### src/rtl/dbp_pkg.sv
`default_nettype none
// ----------------------------------------------------------------------------
// Depth back-projection package
// Shared widths, register codes and reset values for the depth pixel
// back-projection pipeline.
// ----------------------------------------------------------------------------
package dbp_pkg;

    // result coordinate, signed 1/16 mm
    localparam int POINT_BITS = 32;
    typedef logic signed [POINT_BITS-1:0] t_point;

    localparam t_point PT_MAX = {1'b0, {(POINT_BITS-1){1'b1}}};
    localparam t_point PT_MIN = {1'b1, {(POINT_BITS-1){1'b0}}};

    // fixed-point formats
    localparam int SUBPIX_BITS = 4;     // Q.4 pixel positions
    localparam int RECIP_BITS  = 24;    // Q0.24 reciprocal focal length
    localparam int CENTRE_BITS = 16;    // Q12.4 principal point
    localparam int PLO_BITS    = 22;    // low slice of the pixel-depth product
    localparam int COEF_BITS   = 18;    // Q2.16 rotation coefficient
    localparam int ROT_FRAC    = 16;
    localparam int TRANS_BITS  = 21;
    localparam int ROW_BITS    = 3 * COEF_BITS;
    localparam int TRANS_REG_BITS = 3 * TRANS_BITS;

    localparam logic [RECIP_BITS-1:0] RECIP_HALF = {1'b1, {(RECIP_BITS-1){1'b0}}};
    localparam logic [ROT_FRAC-1:0]   ROT_HALF   = {1'b1, {(ROT_FRAC-1){1'b0}}};

    // camera-frame stages (S1..S4) and whole pipeline (S1..S7)
    localparam int CAM_STAGES  = 4;
    localparam int PIPE_STAGES = 7;

    // configuration port
    localparam int CFG_INDEX_BITS = 3;
    localparam int CFG_DATA_BITS  = TRANS_REG_BITS;

    typedef enum logic [CFG_INDEX_BITS-1:0] {
        CFG_INV_FOCAL_X = 3'd0,
        CFG_INV_FOCAL_Y = 3'd1,
        CFG_PRINCIPAL_X = 3'd2,
        CFG_PRINCIPAL_Y = 3'd3,
        CFG_ROT_ROW0    = 3'd4,
        CFG_ROT_ROW1    = 3'd5,
        CFG_ROT_ROW2    = 3'd6,
        CFG_TRANSLATION = 3'd7
    } t_cfg_idx;

    localparam logic [RECIP_BITS-1:0]     RST_INV_FOCAL  = 24'd27962;
    localparam logic [CENTRE_BITS-1:0]    RST_PRINCIPAL_X = 16'd5120;
    localparam logic [CENTRE_BITS-1:0]    RST_PRINCIPAL_Y = 16'd3840;
    localparam logic [ROW_BITS-1:0]       RST_ROT_ROW0   = 54'h00_0000_0001_0000;
    localparam logic [ROW_BITS-1:0]       RST_ROT_ROW1   = 54'h00_0004_0000_0000;
    localparam logic [ROW_BITS-1:0]       RST_ROT_ROW2   = 54'h10_0000_0000_0000;
    localparam logic [TRANS_REG_BITS-1:0] RST_TRANSLATION = '0;

endpackage
`default_nettype wire

### src/rtl/dbp_axis.sv
`default_nettype none
// ----------------------------------------------------------------------------
// Back-projection lane
// One image axis: pixel offset from the principal point, times depth, times
// the reciprocal focal length, rounded half away from zero and saturated.
// Four register stages.
// ----------------------------------------------------------------------------
module dbp_axis #(
    parameter int DEPTH_BITS = 16,
    parameter int PIX_BITS   = 12
) (
    input  logic                             i_clk,
    input  logic [PIX_BITS-1:0]              i_pix,
    input  logic [DEPTH_BITS-1:0]            i_depth,
    input  logic [dbp_pkg::CENTRE_BITS-1:0]  i_centre,
    input  logic [dbp_pkg::RECIP_BITS-1:0]   i_recip,
    output dbp_pkg::t_point                  o_cam
);
    import dbp_pkg::*;

    localparam int W_MAG = (PIX_BITS + SUBPIX_BITS > CENTRE_BITS) ?
                           PIX_BITS + SUBPIX_BITS : CENTRE_BITS;
    localparam int W_DIF = W_MAG + 1;
    localparam int W_P   = W_MAG + DEPTH_BITS;
    localparam int W_HI  = W_P - PLO_BITS;
    localparam int W_SUM = W_P + RECIP_BITS + 1;
    localparam int W_Q   = W_SUM - RECIP_BITS;

    // S1: sign and magnitude of the offset
    logic [W_DIF-1:0]            w_dif;
    logic                        w_neg;
    logic [W_MAG-1:0]            w_mag;
    logic                        r_neg1;
    logic [W_MAG-1:0]            r_mag1;
    logic [DEPTH_BITS-1:0]       r_dep1;

    // S2: offset times depth
    logic                        r_neg2;
    logic [W_P-1:0]              r_p2;

    // S3: partial products with the reciprocal
    logic                        r_neg3;
    logic [PLO_BITS+RECIP_BITS-1:0] r_lo3;
    logic [W_HI+RECIP_BITS-1:0]  r_hi3;

    // S4: round, apply sign, saturate
    logic [W_SUM-1:0]            w_sum;
    logic [W_Q-1:0]              w_q;
    logic [63:0]                 w_q64;
    t_point                      w_cam;
    t_point                      r_cam4;

    always_comb begin
        w_dif = W_DIF'({i_pix, {SUBPIX_BITS{1'b0}}}) - W_DIF'(i_centre);
        w_neg = w_dif[W_DIF-1];
        w_mag = w_neg ? W_MAG'(-w_dif) : w_dif[W_MAG-1:0];
    end

    always_comb begin
        w_sum = (W_SUM'(r_hi3) << PLO_BITS) + W_SUM'(r_lo3) + W_SUM'(RECIP_HALF);
        w_q   = w_sum[W_SUM-1:RECIP_BITS];
        w_q64 = 64'(w_q);
        if (!r_neg3 && w_q64 > 64'h0000_0000_7FFF_FFFF) begin
            w_cam = PT_MAX;
        end else if (r_neg3 && w_q64 > 64'h0000_0000_8000_0000) begin
            w_cam = PT_MIN;
        end else if (r_neg3) begin
            w_cam = -t_point'(w_q64[POINT_BITS-1:0]);
        end else begin
            w_cam = t_point'(w_q64[POINT_BITS-1:0]);
        end
    end

    always_ff @(posedge i_clk) begin
        r_neg1 <= w_neg;
        r_mag1 <= w_mag;
        r_dep1 <= i_depth;

        r_neg2 <= r_neg1;
        r_p2   <= r_mag1 * r_dep1;

        r_neg3 <= r_neg2;
        r_lo3  <= r_p2[PLO_BITS-1:0] * i_recip;
        r_hi3  <= r_p2[W_P-1:PLO_BITS] * i_recip;

        r_cam4 <= w_cam;
    end

    assign o_cam = r_cam4;

endmodule
`default_nettype wire

### config.mk
export PLATFORM = sky130hd
export DESIGN_NAME = dbp_axis
export DESIGN_NICKNAME = d
export VERILOG_FILES = /design/src/rtl/dbp_pkg.sv /design/src/rtl/dbp_axis.sv
export SDC_FILE = /design/constraint.sdc
export NUM_CORES = 2
export LEC_CHECK = 0
export BUFFER_PORTS_ARGS = -buffer_cell sky130_fd_sc_hd__buf_2
export CAP_MARGIN = 10
export CORE_MARGIN = 2
export CORE_UTILIZATION = 45
export DETAILED_ROUTE_END_ITERATION = 10
export SYNTH_ARGS = -nofsm -noshare
export SYNTH_HDL_FRONTEND = slang
export SYNTH_SLANG_ARGS = --single-unit
### constraint.sdc
create_clock -name i_clk -period 20.2 [get_ports i_clk]
set_input_delay 6.06 -clock i_clk [delete_from_list [all_inputs] [get_ports i_clk]]
set_output_delay 6.06 -clock i_clk [all_outputs]
set_load 0.05 [all_outputs]
# Word-level counts from Yosys, hierarchy flattened
# Cells that the tools add are included.
# totals
in_bits	69
out_inout_bits	32
elab_cells	25
reg_bits	179
# op_classes
muxes	3
n_reduce_logical	3
add_sub_neg	5
magnitude_cmp	2
mul	3
# op_table
cell	count
$mux W32	2
$add A56 B46 Y57	1
$add A57 B24 Y57 const B	1
$mul A22 B24 Y46	1
$mul A10 B24 Y34	1
$gt A33 B31 Y1 const B	1
$gt A33 B32 Y1 const B	1
$mul A16 B16 Y32	1
$neg A32 Y32	1
$sub A16 B16 Y17	1
$mux W16	1
$neg A16 Y16	1
$logic_and A1 B1 Y1	2
$logic_not A1 Y1	1

# Logic depth before layout (Yosys ltp)
# logic_depth
word_depth	5
mapped_depth	28
ltp_nobuf	27

# Worst setup path before layout
# No wires, ideal clock.
# synth_path
path_type	in2reg
startpoint	input port i_recip[9] (netlist name)
endpoint	register r_lo3[45]
t_arrival_ps	12595
stages	25
n_path_buf	1
required_time_ps	20079
slack_ps	7484
path_cell_list	clkbuf_1 and2_1 fa_1 fa_1 inv_1 fa_1 inv_1 fa_1 fa_1 fa_1 inv_1 fa_1 inv_1 ha_1 nand3_1 nor2_1 o21ai_0 o211a_1 o41ai_1 a31oi_1 o31ai_1 a41o_1 o21a_1 nor2_1 xnor2_1
# synth_via
elab_chain_cells	1
# synth_lines
element	line_no	rtl
start, declared	dbp_axis.sv:16	input logic [dbp_pkg::RECIP_BITS-1:0] i_recip,
$mul A22 B24 Y46	dbp_axis.sv:83	r_lo3 <= r_p2[PLO_BITS-1:0] * i_recip;
end signal, assigned	dbp_axis.sv:83	
end, declared	dbp_axis.sv:43	logic [PLO_BITS+RECIP_BITS-1:0] r_lo3;
# No other way between the ends.
# A chain may end at the register's enable or synchronous reset.

# Worst setup path after layout
# layout_path
startpoint	input port i_recip[10] (netlist name)
endpoint	register r_lo3[45]
# Same word-level chain as after synthesis.

==> flow_summary.toml <==
[placed_design]
place.gp.congestion = 0.866
port_buffers = 100
dp_hpwl_mm = 73.5

[final_layout]
fillCellCount = 8263
antenna_cells = 0
nets = 5584
syn_to_final_growth_pct = 5.46
multi_input_area_sq_um = 31600
drive_gt1_share_pct = 4.59
seq_area_sq_um = 3140

[synth]
ys_seq_area_share_pct = 8.09
ys_async_sr_fraction_pct = 0
synth_top_area_share_pct = 41.5
ys.warnings.count = 0
synth.area.top_cells = "fa_1 (41%), ha_1 (13%), inv_1 (8.6%)"
synth_edf_count = 0
synth_top_family_by_area = "adder cells"
synthFlopType = "dfxtp_1"
syn_inst = 4354
yosysUniqueCellTypes = 81
synthAdderAreaFrac_pct = 54.1
synth-compound-area-share_pct = 6.03
syn-mean-instance-area_sq_um = 8.92
synth_mux_area_share_pct = 0.135
synth-xor-area-share_pct = 3.63
synth_top_area_cell = "fa_1"
syn_area_sq_um = 38800
synth_common_cells = "inv_1 (886), fa_1 (805), nand2_1 (675)"
synth_most_common_cell = "inv_1"
synth-simple-area-share_pct = 17.5
synthesis.nets = 5620
ys_seq_elements = 157

[timing]
fin_crit_ns = 12.98
tightest_slew_ns = 1.25
hold_viol = 0
setup_violations = 0
slew_headroom_pct = 16.4
tns_ns = 0
fin_skew_ns = 0.0197
drv_slew = 0
fmax_ghz = 0.0770
period_share_pct = 64.3
rsz0062_at_grt = "no"

[critical_path]
end_kind = "register"
cp.arrival_ns = 13.38
slowest_delay_ns = 0.67
r2r_cells = 25
critPathMaxFanout = 32
cpMostUsedCell = "fa_1"
startpoint_type = "input port"
reg2reg_to = "r_lo3[45]"
cpMaxStageDelayCell = "buf_2"
regToRegSetupSlack_ns = 12.41
worst_r2r_startpoint = "r_p2[6]"
endpoint = "r_lo3[45]"
critPathKind = "input port to register"
crit_required_ns = 20.60
crit_start = "i_recip[10]"

[cts]
post_cts_resized = 0
clockBufferDepth = 2
cts_tree = "yes"
clk_pin_slew_ns = 0.08
cts_root_buffer = "clkbuf_16"
post_cts.repair.setup_buffers = 0
postCtsHoldBufs = 0
h-tree-depth = 4
cts_buffers = 17
clock-sinks = 157
clkLatencyLatePin_ns = 0.51

[global_route]
grt_max_degree = 36
grtUsageTotal_pct = 22.9
grt_pass1_wl_mm = 161
overflow = 0
grt_pass1_vias = 30100
antenna_found_initial = 8

[detailed_routing]
dr_total_vias = 28300
wirelength_mm = 96.9
first_iter_violations = 1512
ant_nets = 0
avgRoutedWirePerCell_microns = 17.7
viasPerCell = 5.16
drc = 0
first_pass_iters = 5

[floorplanning]
row_count = 107
io_pins = 101
dieArea_sq_um = 88700
die_y_microns = 298
die_w_microns = 298
start_util_pct = 45.5
design.core.area_sq_um = 85300

[outcome]
outcome = "completed"

[min_path]
hp-class = "register to register"

[flow_run]
cap_violations = 0
## cells in the final DEF, fill, tap and decap left out, types with 85 or more instances in the layout
master | Yosys | layout
dfxtp_1 | 157 | 157
nor2_1 | 85 | 85
xnor2_1 | 106 | 106
fa_1 | 805 | 805
buf_2 | 4 | 100
a21oi_1 | 97 | 97
o21ai_0 | 86 | 86
nand2_1 | 675 | 675
ha_1 | 392 | 392
and2_1 | 424 | 424
inv_1 | 886 | 886
## worst min-delay path by stage
stage	end	start	slack [ns]	depth (start not counted)
final	r_neg2	r_neg1	0.33	0
after global routing	r_neg2	r_neg1	0.33	0
after CTS	r_neg2	r_neg1	0.33	0
after detailed placement	r_neg2	r_neg1	0.32	0
after global placement	r_neg2	r_neg1	0.31	0
after floorplan	r_neg2	r_neg1	0.31	0
## layout make-up
| type | instances | share of cell area [%] |
|---|---|---|
| repair buffers | 140 | 1.96 |
| well taps | 1144 | 3.49 |
| clock inverters | 15 | 0.480 |
| clock buffers | 17 | 1.04 |
| flip-flops and latches | 157 | 7.67 |
| multi-input cells | 3115 | 77.2 |
| inverters | 887 | 8.13 |
## logic make-up after synthesis
| group | Yosys count |
|---|---|
| and+or+nand+nor | 1389 |
| adders and majority gates | 1197 |
| buffers and inverters | 1082 |
| AOI/OAI and AO/OA | 364 |
| xor gates and xnor gates | 160 |
| DFF | 157 |
| muxes | 5 |
## registers in the layout, indices dropped and copies added (netlist names)
register  count
o_cam        32
r_p2         32
r_lo3        24
r_dep1       16
r_neg3        1
r_neg1        1
r_mag1       16
r_neg2        1
r_hi3        34
## per-layer routing
| metal | global-route usage (%) | up-vias | routed length (microns) |
|---|---|---|---|
| li1 | - | 13100 | - |
| met5 | 0 | - | 70 |
| met2 | 38.8 | 731 | 46400 |
| met1 | 31.3 | 14300 | 43500 |
| met3 | 2.85 | 130 | 5330 |
| met4 | 5.31 | 10 | 1660 |
## metrics by stage
stage | instances | setup WS (ns) | util [%] | hold WS (ns) | area, sq um
after floorplan | 4354 | 7.48 | - | 0.310 | 38800
final | 5475 | 7.22 | 48.0 | 0.329 | 41000
after global placement | 5443 | 6.81 | 47.3 | 0.311 | 40300
after global routing | 5475 | 6.85 | 48.0 | 0.334 | 41000
after CTS | 5475 | 7.27 | 48.0 | 0.333 | 41000
after detailed placement | 5443 | 6.72 | 47.3 | 0.316 | 40300
## worst max-delay path, delay by kind of cell
family | cells | cell delay (ns)
xor gates and xnor gates | 1 | 0.11
adders and majority gates | 8 | 3.81
buffers and inverters | 6 | 1.10
AOI/OAI and AO/OA | 8 | 1.81
and+or+nand+nor | 3 | 0.42
Power is left out: the tool's default activity adds up to more than one toggle a clock period on the data nets, which glitch-free logic cannot reach.
